===== src/mrfa_pkg.sv =====
// ----------------------------------------------------------------------------
// mrfa_pkg: shared types and constants for the mirror reflection block
// Holds the CORDIC vector type, pipeline control type, register indexes,
// angle constants and the arctangent table.
// ----------------------------------------------------------------------------
package mrfa_pkg;

    localparam int CW    = 34;   // CORDIC datapath width, Q2.30 plus headroom
    localparam int STEPS = 30;   // number of CORDIC cells
    localparam int NREG  = 8;

    localparam logic signed [CW-1:0] CORDIC_GAIN = 34'sd652032874;
    localparam logic [27:0]          RAD_PER_DEG = 28'd74961321;  // pi/180, Q0.32

    // Degree constants in Q16.16
    localparam logic [24:0]        DEG_HALF    = 25'd11796480;
    localparam logic signed [25:0] DEG_FULL    = 26'sd23592960;
    localparam logic signed [25:0] DEG_QUARTER = 26'sd5898240;

    // Register indexes on the configuration port
    typedef enum logic [2:0] {
        REG_ANGLE_OFFSET  = 3'd0,
        REG_MIRROR_OFFSET = 3'd1,
        REG_COEF_A1       = 3'd2,
        REG_COEF_A2       = 3'd3,
        REG_COEF_A3       = 3'd4,
        REG_COEF_B1       = 3'd5,
        REG_COEF_B2       = 3'd6,
        REG_COEF_B3       = 3'd7
    } reg_idx_t;

    typedef struct packed {
        logic signed [CW-1:0] x;
        logic signed [CW-1:0] y;
        logic signed [CW-1:0] z;
        logic                 neg;
    } cvec_t;

    // Pipeline control shared by all stages
    typedef struct packed {
        logic en;
        logic vld;
    } pipe_ctl_t;

    // Arctangent of 2^-i in Q2.30
    function automatic logic signed [CW-1:0] atan_q30(input int idx);
        logic signed [CW-1:0] v;
        case (idx)
            0:  v = 34'sd843314857;
            1:  v = 34'sd497837829;
            2:  v = 34'sd263043837;
            3:  v = 34'sd133525159;
            4:  v = 34'sd67021687;
            5:  v = 34'sd33543516;
            6:  v = 34'sd16775851;
            7:  v = 34'sd8388437;
            8:  v = 34'sd4194283;
            9:  v = 34'sd2097149;
            10: v = 34'sd1048576;
            11: v = 34'sd524288;
            12: v = 34'sd262144;
            13: v = 34'sd131072;
            14: v = 34'sd65536;
            15: v = 34'sd32768;
            16: v = 34'sd16384;
            17: v = 34'sd8192;
            18: v = 34'sd4096;
            19: v = 34'sd2048;
            20: v = 34'sd1024;
            21: v = 34'sd512;
            22: v = 34'sd256;
            23: v = 34'sd128;
            24: v = 34'sd64;
            25: v = 34'sd32;
            26: v = 34'sd16;
            27: v = 34'sd8;
            28: v = 34'sd4;
            29: v = 34'sd2;
            default: v = '0;
        endcase
        return v;
    endfunction

endpackage


===== src/mrfa_cordic_cell.sv =====
// ----------------------------------------------------------------------------
// mrfa_cordic_cell: one rotation-mode CORDIC iteration
// Rotates the vector toward zero residual angle and registers the result.
// ----------------------------------------------------------------------------
module mrfa_cordic_cell
    import mrfa_pkg::*;
#(
    parameter int STEP = 0
)
(
    input  logic      clk,
    input  logic      rst_n,
    input  pipe_ctl_t ctl,
    input  cvec_t     vin,
    output cvec_t     vout,
    output logic      vout_vld
);

    localparam logic signed [CW-1:0] ANGLE = atan_q30(STEP);

    logic signed [CW-1:0] dx, dy;
    cvec_t                v_next, v_reg;
    logic                 vld_reg;

    assign dx = vin.y >>> STEP;
    assign dy = vin.x >>> STEP;

    // Rotate by the sign of the residual angle
    always_comb
    begin
        v_next.neg = vin.neg;
        if (!vin.z[CW-1])
        begin
            v_next.x = vin.x - dx;
            v_next.y = vin.y + dy;
            v_next.z = vin.z - ANGLE;
        end
        else
        begin
            v_next.x = vin.x + dx;
            v_next.y = vin.y - dy;
            v_next.z = vin.z + ANGLE;
        end
    end

    always_ff @(posedge clk or negedge rst_n)
    begin
        if (!rst_n)
            vld_reg <= 1'b0;
        else if (ctl.en)
            vld_reg <= ctl.vld;
    end

    always_ff @(posedge clk)
    begin
        if (ctl.en)
            v_reg <= v_next;
    end

    assign vout     = v_reg;
    assign vout_vld = vld_reg;

endmodule


===== config.mk =====
export PLATFORM = sky130hd
export DESIGN_NAME = mrfa_cordic_cell
export DESIGN_NICKNAME = d
export VERILOG_FILES = /design/src/mrfa_pkg.sv /design/src/mrfa_cordic_cell.sv
export SDC_FILE = /design/constraint.sdc
export NUM_CORES = 1
export LEC_CHECK = 0
export BUFFER_PORTS_ARGS = -buffer_cell sky130_fd_sc_hd__buf_2
export CORE_MARGIN = 4
export CORE_UTILIZATION = 35
export CTS_CLUSTER_SIZE = 16
export DETAILED_ROUTE_END_ITERATION = 6
export HOLD_SLACK_MARGIN = 0.06
export PLACE_DENSITY_LB_ADDON = 0.15
export SLEW_MARGIN = 20
export SYNTH_ARGS = -nofsm -noshare
export SYNTH_HDL_FRONTEND = slang
export SYNTH_SLANG_ARGS = --single-unit

===== constraint.sdc =====
create_clock -name clk -period 1.5 [get_ports clk]
set_input_delay 0.225 -clock clk [delete_from_list [all_inputs] [get_ports clk]]
set_output_delay 0.225 -clock clk [all_outputs]
set_load 0.05 [all_outputs]

## Yosys cells after proc, flatten, opt, wreduce, memory -nomap -nowiden

Index checks and enable logic that the tools add are counted.

| cells by class | value |
|---|---|
| bitwise logic cells | 0 |
| shifts and indexed selects | 0 |
| $lt $le $gt $ge | 0 |
| eq/ne operators | 0 |
| reductions and logical operators | 0 |
| muxes and demuxes | 1 |
| div/mod/pow operators | 0 |
| add/subtract/negate cells | 5 |
| multiply operators | 0 |

Operators by type and width:

| operator | count |
|---|---|
| $mux 102 | 1 |
| $sub 34x34->34 | 2 |
| $add 34x31->34 const B | 1 |
| $add 34x34->34 | 1 |
| $sub 34x31->34 const B | 1 |

| storage, ports and cells | value |
|---|---|
| bits in writable memories | 0 |
| output and inout port bits | 104 |
| bits in latches | 0 |
| flip-flop bits (word level) | 104 |
| memory bits (read-only) | 0 |
| bits of input ports | 107 |
| memories | 0 |

## Longest topological paths before layout

Gate-level depths: netlist of run 1.

| logic depth | value |
|---|---|
| word-level depth | 2 |
| gate-level depth with buffers | 12 |
| mapped depth without buffers | 12 |

## Least setup slack after synthesis of run 1

OpenSTA, ideal clock, no wires.

| timing path | value |
|---|---|
| path kind | input to register |
| from | in vin[34] (netlist name) |
| to | reg v_reg, in the netlist vout[32] (data pin) |
| data arrival time | 3.061 ns |
| setup time | 0.263 ns |
| path slack | -1.824 ns |
| stages on the path | 12 |
| required time | 1.237 ns |
| cell sequence | clkinv_1 -> clkbuf_1 -> ha_1 -> a21oi_1 -> o21ai_0 -> a221oi_1 -> a21oi_2 -> a21oi_2 -> o21ai_1 -> a2111oi_0 -> nor2_1 -> xor2_1 |

RTL lines:

| item | RTL line | RTL |
|---|---|---|
| start, declared | mrfa_cordic_cell.sv:14 | `input cvec_t vin,` |
| end signal, assigned | mrfa_cordic_cell.sv:57 | `v_reg <= v_next;` |
| end, declared | mrfa_cordic_cell.sv:22 | `cvec_t v_next, v_reg;` |

==> results of run 1 <==
-- per-stage QoR --
stage	setup slack [ps]	setup TNS, ps	utilization [%]	cells
floorplan	-1030	-51620	-	1223
global placement	-1510	-98320	54.2	2213
detailed placement	-1570	-99070	54.2	2213
CTS	-1060	-56580	59.0	2268
global route	-1080	-65590	61.1	2293
finish	-1030	-58590	61.1	2293
-- kinds of logic after synthesis --
kind of cell             share of synthesized area [%]
AO/OA/AOI/OAI                                     27.1
XOR/XNOR                                          7.82
AND/OR/NAND/NOR                                   12.4
flip-flops                                        29.0
buffers and inverters                             6.47
multiplexers                                      1.06
adder cells (fa/ha/maj)                           16.2
-- Yosys cell counts, drive strengths merged (4+ instances only) --
| cell type | number | share of area, % |
|---|---|---|
| a21oi | 149 | 7.2 |
| or4 | 4 | 0.28 |
| and2 | 8 | 0.47 |
| a2111oi | 8 | 0.95 |
| nand2b | 12 | 0.71 |
| o21a | 12 | 0.86 |
| nor4 | 6 | 0.35 |
| clkbuf | 22 | 0.78 |
| buf | 26 | 1.6 |
| o311ai | 5 | 0.48 |
| fa | 4 | 0.75 |
| a211oi | 21 | 1.5 |
| a31o | 4 | 0.33 |
| mux2i | 9 | 0.85 |
| nand4 | 12 | 0.71 |
| nand2 | 60 | 2.1 |
| o21ai | 89 | 4.2 |
| or3 | 8 | 0.47 |
| xnor2 | 83 | 6.8 |
| inv | 116 | 4.1 |
| edfxtp | 102 | 29 |
| nor3 | 19 | 0.94 |
| nor2b | 12 | 0.71 |
| and3 | 7 | 0.44 |
| a21o | 46 | 3.3 |
| o21bai | 27 | 1.9 |
| or2 | 6 | 0.35 |
| nand3 | 18 | 0.85 |
| o211ai | 19 | 1.5 |
| a221oi | 4 | 0.39 |
| xor2 | 12 | 0.99 |
| o22ai | 4 | 0.29 |
| nor2 | 91 | 3.2 |
| ha | 131 | 15 |
| nand3b | 4 | 0.28 |
| a31oi | 12 | 0.71 |
| o31ai | 12 | 0.94 |
-- worst min-delay path by stage --
stage | start | endpoint | slack (ps) | cells after the start
after floorplan | rst_n | vout_vld | -70 | 0
after detailed placement | rst_n | vout_vld | 3 | 1
final | ctl[0] | vout_vld | 90 | 2
after global placement | rst_n | vout_vld | -0.1 | 1
after CTS | ctl[0] | vout_vld | 80 | 2
after global routing | ctl[0] | vout_vld | 90 | 2
-- power breakdown --
part | switching [uW] | internal [uW] | total, uW
Combinational | 5120 | 3590 | 8720
Clock | 1220 | 1130 | 2360
Sequential | 138 | 3820 | 3950
-- sequential cells by signal, summed over array words and instances (netlist names) --
| register | cells |
|---|---|
| vout | 102 |
| vout_vld | 1 |
-- timing repair --
item	in CTS	in global routing
hold buffers	2	0
cloned	0	1
pin swaps	110	88
endpoints found under the hold margin	2	0
setup endpoints to repair	88	88
resized for setup	191	90
setup buffers	40	27
-- area by class of cell --
class	count	area share, %
tap	390	2.68
clock inverter	7	0.268
timing repair inverter	1	0.0618
multi-input combinational	955	47.3
sequential	103	17.0
timing repair buffer	711	28.5
clock buffer	9	1.24
inverter	117	2.99
-- per-layer routing --
layer	vias up	global-route usage, %	wire length, um
met2	361	42.0	19900
met4	0	5.70	902
met5	-	0	0
met3	56	2.19	2050
met1	5597	31.2	18100
li1	5768	-	-
==> flow_metrics.tcl, run 1 <==
set metrics [dict create \
    critical_path.top_delay_family "compound AO/OA/AOI/OAI gates" \
    max_freq_ghz 0.396 \
    setup_viol 88 \
    cp-startpoint "vin[69]" \
    dieArea_um2 33200 \
    setup_slack_ps -1030 \
    core_um2 29800 \
    first_iter_violations 828 \
    rsz0062_at_grt "true" \
    report.final.hold_viol_count 0 \
    synth_edf_count 102 \
    r2r_slack_ps 760 \
    seq_area_um2 3090 \
    critPathMaxFanout 3 \
    cts_tree "built" \
    track_usage_pct 23.7 \
    core.rowCount 63 \
    synth_area_um2 10600 \
    cp.depth 13 \
    drv_slew 0 \
    period_needed_ps 2530 \
    io_buffers 210 \
    multiInputGateArea_um2 8620 \
    antenna_found_initial 0 \
    ioPinCount 211 \
    yosysSeqAreaShare_pct 29.0 \
    tightest_slew_ps 849 \
    route.detailed.drc 0 \
    via_per_inst 5.14 \
    routedWlPerCell_um 17.9 \
    overflow 0 \
    rr_worst_depth 1 \
    htreeDepth 3 \
    end_kind "flop" \
    placed_area_um2 16100 \
    fin_total_pwr_uw 15000 \
    globalplace.congestion 0.946 \
    synthArstFlopShare_pct 0.971 \
    ir_drop_v 0.000594 \
    avgSynthCellArea_um2 8.70 \
    crit_buf_inv 2 \
    period_share_pct 169 \
    relSlewSlack_pct 43.4 \
    ys.flop_type "edfxtp_1" \
    r2r_end "vout_vld" \
    cts.clk_slew.worst_paths_ps 80 \
    required_ps 1630 \
    grt_max_degree 70 \
    layout-drive-gt1-share_pct 53.9 \
    critical_path_class "input port to flop" \
    antenna_cells 0 \
    ys_types 83 \
    drt-pass1-iter-count 6 \
    cp.arrival_ps 2660 \
    clk_root_buffer_cell "clkbuf_16" \
    hold_path.class "input port to flop" \
    fin_area_um2 18200 \
    yosysWarnings 0 \
    dieHeight_um 182 \
    dp.final_hpwl_um 32800 \
    cts.sinks 103 \
    cp_slowest_stage_delay_ps 460 \
    routed-via-count 11782 \
    initial_core_util_pct 35.7 \
    timing.hold.ws_ps 89.7 \
    grt_pass1_vias 12073 \
    synthesis.nets 1465 \
    nNetsFinal 2140 \
    syn_to_final_growth_pct 71.3 \
    grt_pass1_wl_um 63300 \
    layout_common_cells "buf_4 (452), buf_2 (194), edfxtp_1 (102), inv_1 (92)" \
    synth_cells 1223 \
    routed_wl_um 41000 \
    critPathLaunchType "input port" \
    fill_cells 2620 \
    drv_cap 0 \
    ant_nets 0 \
    violations "negative setup slack" \
    ys_seq_elements 103 \
    crit_end "vout[99]" \
    dieWidth_um 182 \
    worstSkewPairLatency_ps 370 \
    cp_cell_sequence "buf_8 -> inv_4 -> ha_4 -> fa_2 -> nand3b_1 -> a211oi_2 -> or3_4 -> a2111o_1 -> a21oi_4 -> o211ai_2 -> a21boi_2 -> a41oi_2 -> xnor2_1" \
    cts_buffers 9 \
    critPathSlowestCell "a2111o_1" \
    final_common_cell "buf_4" \
    reg2reg_from "vout_vld" \
    outcome "complete, but fails checks" \
    p_leak_uw 0.00821 \
    cts.path.max_buffers 2 \
    power_density_nw_per_um2 825 \
    clock_skew_ps 0 \
]
Note: power is estimated with default switching activity, not from simulation.
==> run 2: changes to the inputs <==
Settings changed: REMOVE_ABC_BUFFERS set to 1.
==> run 2 against run 1 <==
  * The run still ends with negative setup slack left
  * Total power down 0.93%
  * Hold slack worse by 6.7 ps
  * Worst setup slack worse by 26 ps
  * Maximum frequency down 1.0%
  * Combinational power down 2%
  * Clock skew unchanged
  * Critical path type unchanged
  * Critical endpoint is now vout[61]
  * Largest power group unchanged
==> flow_metrics.tcl, run 2 (synthesis results as in run 1) <==
set metrics [dict create \
    dp.final_hpwl_um 31200 \
    setup_slack_ps -1050 \
    core_um2 29800 \
    end_kind "flop" \
    critical_path_class "input port to flop" \
    largest_reg_flops 102 \
    worstSkewPairLatency_ps 370 \
    cp.arrival_ps 2680 \
    reg2reg_from "vout_vld" \
    final_common_cell "buf_4" \
    globalplace.congestion 0.956 \
    dieArea_um2 33200 \
    required_ps 1630 \
    ioPinCount 211 \
    grt_pass1_vias 11774 \
    cts_tree "built" \
    fin_total_pwr_uw 14900 \
    relSlewSlack_pct 36.7 \
    antenna_found_initial 0 \
    layout-drive-gt1-share_pct 51.1 \
    first_iter_violations 853 \
    grt_pass1_wl_um 62600 \
    drt-pass1-iter-count 5 \
    outcome "complete, but fails checks" \
    routedWlPerCell_um 17.8 \
    htreeDepth 3 \
    cts.clk_slew.worst_paths_ps 80 \
    cts.sinks 103 \
    dieWidth_um 182 \
    via_per_inst 5.14 \
    violations "negative setup slack" \
    p_leak_uw 0.00817 \
    clock_skew_ps 0 \
    placed_area_um2 15200 \
    io_buffers 210 \
    cp-startpoint "vin[35]" \
    fin_area_um2 17800 \
    drv_slew 0 \
    ir_drop_v 0.000696 \
    routed-via-count 11783 \
    period_share_pct 170 \
    nNetsFinal 2138 \
    multiInputGateArea_um2 8360 \
    seq_area_um2 3090 \
    clk_root_buffer_cell "clkbuf_16" \
    power_density_nw_per_um2 835 \
    fill_cells 2583 \
    core.rowCount 63 \
    dieHeight_um 182 \
    report.final.hold_viol_count 0 \
    utilization_pct 59.9 \
    period_needed_ps 2550 \
    drv_cap 0 \
    antenna_cells 0 \
    layout_common_cells "buf_4 (453), buf_2 (195), a21oi_1 (105), edfxtp_1 (102), inv_1 (97)" \
    fin_setup_tns_ps -59420 \
    ant_nets 0 \
    rsz0062_at_grt "true" \
    cts_buffers 9 \
    setup_viol 90 \
    track_usage_pct 23.5 \
    initial_core_util_pct 35.7 \
    max_freq_ghz 0.392 \
    overflow 0 \
    cts.path.max_buffers 2 \
    critPathMaxFanout 3 \
    r2r_slack_ps 760 \
    tightest_slew_ps 949 \
    holdCritStartpoint "ctl[0]" \
    hold_path.class "input port to flop" \
    routed_wl_um 40900 \
    critPathLaunchType "input port" \
    syn_to_final_growth_pct 67.7 \
    grt_max_degree 84 \
    route.detailed.drc 0 \
]
run 2: worst max-delay path, stage by stage:
cell and delay, ps:
buf_4 110, inv_1 50, ha_1 230, fa_2 360, nand3b_1 230, buf_4 170
a211oi_2 260, o21ai_1 120, nand2_1 90, a21oi_2 80, o21a_1 210, o2111ai_1 180
nand4_1 190, xnor2_1 170
run 2: stage by stage:
stage	setup WS [ps]	hold slack [ps]	instances
final	-1050	83.0	2291
after CTS	-1010	72.8	2274
after global routing	-1130	78.9	2291
after detailed placement	-1750	0.551	2207
after floorplan	-2330	-70.6	1175
after global placement	-1800	-0.554	2207
run 2: power by group:
| part | leakage, uW | internal [uW] | switching [uW] |
|---|---|---|---|
| Clock | 0.000136 | 1150 | 1270 |
| Combinational | 0.00702 | 3510 | 5030 |
| Sequential | 0.00101 | 3820 | 128 |
run 2: cell type report:
class / instances / area share [%]
clock buffers: 9 / 1.26
clock inverters: 7 / 0.302
inverters: 117 / 2.56
multi-input cells: 955 / 46.9
flip-flops and latches: 103 / 17.3
well taps: 390 / 2.74
repair buffers: 710 / 29.0
run 2: per-layer routing:
metal / wire (um) / global-route usage, %
met1: 18400 / 32.0
met2: 19200 / 39.1
met3: 2290 / 3.23
met4: 1010 / 6.39
met5: 0 / 0
run 2: worst paths after layout:
kind / endpoint / cells after the start
max: vout[61] / 14
min: vout_vld / 2
max reg2reg: vout_vld / 1
min reg2reg: vout_vld / 1
max in group asynchronous: vout_vld / 2
min in group asynchronous: vout_vld / 2
run 2: repair_timing:
item	CTS	global route
buffers inserted	52	19
gates cloned	2	0
endpoints found under the hold margin	2	0
endpoints found under the setup margin	88	90
hold buffers	2	0
pin swaps	124	85
resized for setup	312	84
==> run 3: changes to the inputs <==
Settings changed: BUFFER_PORTS_ARGS -buffer_cell sky130_fd_sc_hd__buf_2 to -buffer_cell sky130_fd_sc_hd__buf_4.
==> run 3 against run 2 <==
  * The run still ends with negative setup slack left
  * Combinational power is 7.3% higher
  * Sequential share of layout area is 0.79 points lower
  * Clock skew stayed put
  * Critical path depth is 1 lower
  * Worst setup slack better by 23 ps
  * First-iteration DRC count is 2.9% lower
  * Clock power is 2% higher
  * Sequential power is 1% higher
  * Maximum frequency is 0.91% higher
  * Non-clock buffer count is 4 higher
  * Global-route usage is 0.66 points higher
  * Count of clock-buffer cells in the layout is 1 higher
==> flow_metrics.tcl, run 3 (synthesis results as in run 1) <==
set metrics [dict create \
    outcome "complete, but fails checks" \
    violations "negative setup slack" \
    critPathMaxFanout 6 \
    cp.depth 13 \
    crit_buf_inv 3 \
    overflow 0 \
    antenna_cells 0 \
    period_needed_ps 2530 \
    end_kind "flop" \
    holdCritStartpoint "ctl[0]" \
    cts.clk_slew.worst_paths_ps 90 \
    cp.arrival_ps 2670 \
    grt_max_degree 75 \
    fill_cells 2543 \
    clock_skew_ps 0 \
    fin_setup_tns_ps -58970 \
    antenna_found_initial 0 \
    routed_wl_um 42500 \
    dp.final_hpwl_um 32300 \
    dieHeight_um 182 \
    hold_path.class "input port to flop" \
    power_density_nw_per_um2 834 \
    critical_path.top_delay_family "compound AO/OA/AOI/OAI gates" \
    timing.hold.ws_ps 86.0 \
    core.rowCount 63 \
    setup_slack_ps -1030 \
    routedWlPerCell_um 18.5 \
    drv_slew 0 \
    ioPinCount 211 \
    p_leak_uw 0.00844 \
    track_usage_pct 24.1 \
    clk_root_buffer_cell "clkbuf_16" \
    r2r_slack_ps 750 \
    dieWidth_um 182 \
    cts_buffers 9 \
    layout-drive-gt1-share_pct 53.3 \
    place_ws_ps -1680 \
    largest_reg_flops 102 \
    utilization_pct 62.7 \
    period_share_pct 169 \
    rr_worst_depth 1 \
    grt_pass1_wl_um 63800 \
    setup_viol 90 \
    htreeDepth 3 \
    cp-startpoint "vin[77]" \
    cp_cell_sequence "buf_8 -> ha_4 -> buf_6 -> buf_8 -> a21oi_4 -> o31ai_4 -> or3_4 -> a2111o_1 -> a21oi_4 -> o211ai_2 -> a21boi_2 -> a41oi_2 -> xnor2_1" \
    tightest_slew_ps 866 \
    holdPathEnd "vout_vld" \
    relSlewSlack_pct 42.3 \
    nNetsFinal 2142 \
    required_ps 1640 \
    syn_to_final_growth_pct 75.7 \
    drt-pass1-iter-count 5 \
    cts_tree "built" \
    final_common_cell "buf_4" \
    initial_core_util_pct 35.7 \
    reg2reg_from "vout_vld" \
    dieArea_um2 33200 \
    report.final.hold_viol_count 0 \
    ir_drop_v 0.000580 \
    critPathLaunchType "input port" \
    placedCellCount 2208 \
    via_per_inst 5.21 \
    core_um2 29800 \
    max_freq_ghz 0.395 \
    route.detailed.drc 0 \
    worstHoldPathCells 2 \
    routed-via-count 11958 \
    rsz0062_at_grt "true" \
    io_buffers 210 \
    cts.path.max_buffers 2 \
    worstSkewPairLatency_ps 370 \
    layout_common_cells "buf_4 (636), edfxtp_1 (102), a21oi_1 (98), inv_1 (96), ha_1 (95)" \
    critPathSlowestCell "a2111o_1" \
    layout.cells.non_filler 2295 \
    globalplace.congestion 0.936 \
    grt_pass1_vias 11858 \
    critical_path_class "input port to flop" \
    ant_nets 0 \
    cts.sinks 103 \
    cp_slowest_stage_delay_ps 420 \
    first_iter_violations 828 \
    r2r_end "vout_vld" \
    drv_cap 0 \
]
run 3: worst max-delay path by stage:
stage,endpoint
after floorplan,vout[32]
after global placement,vout[94]
after detailed placement,vout[64]
after CTS,vout[99]
after global routing,vout[99]
final,vout[99]
run 3: final cells by class:
| class | count | area (um2) | area share (%) |
|---|---|---|---|
| clock buffer | 10 | 229 | 1.23 |
| tap | 390 | 488 | 2.61 |
| multi-input combinational | 955 | 8620 | 46.1 |
| timing repair buffer | 714 | 5730 | 30.7 |
| sequential | 103 | 3090 | 16.5 |
| inverter | 117 | 477 | 2.55 |
| clock inverter | 6 | 53.8 | 0.288 |
run 3: stage by stage:
stage	total power [uW]	area (um2)
floorplan	8220	10400
global placement	11600	15700
detailed placement	11600	15700
CTS	15000	17800
global route	16300	18700
finish	15600	18700
run 3: power breakdown:
group / switching (uW) / internal (uW) / leakage, uW / total (uW)
combinational: 5160 / 3990 / 0.00729 / 9150
sequential: 158 / 3820 / 0.00101 / 3980
clock: 1300 / 1160 / 0.000135 / 2460
run 3: layer usage:
layer / GRT usage, % / share of wire (%)
met3: 2.29 / 5.0
met1: 33.2 / 45
met5: 0 / 0
met4: 5.49 / 1.6
met2: 41.2 / 48
run 3: timing repair:
item / 4_1_cts / 5_1_grt
endpoints found under the setup margin: 88 / 90
hold endpoints to repair: 2 / 0
hold buffers: 2 / 0
buffers inserted: 46 / 39
resized for setup: 321 / 150
pin swaps: 135 / 130
cloned: 0 / 0
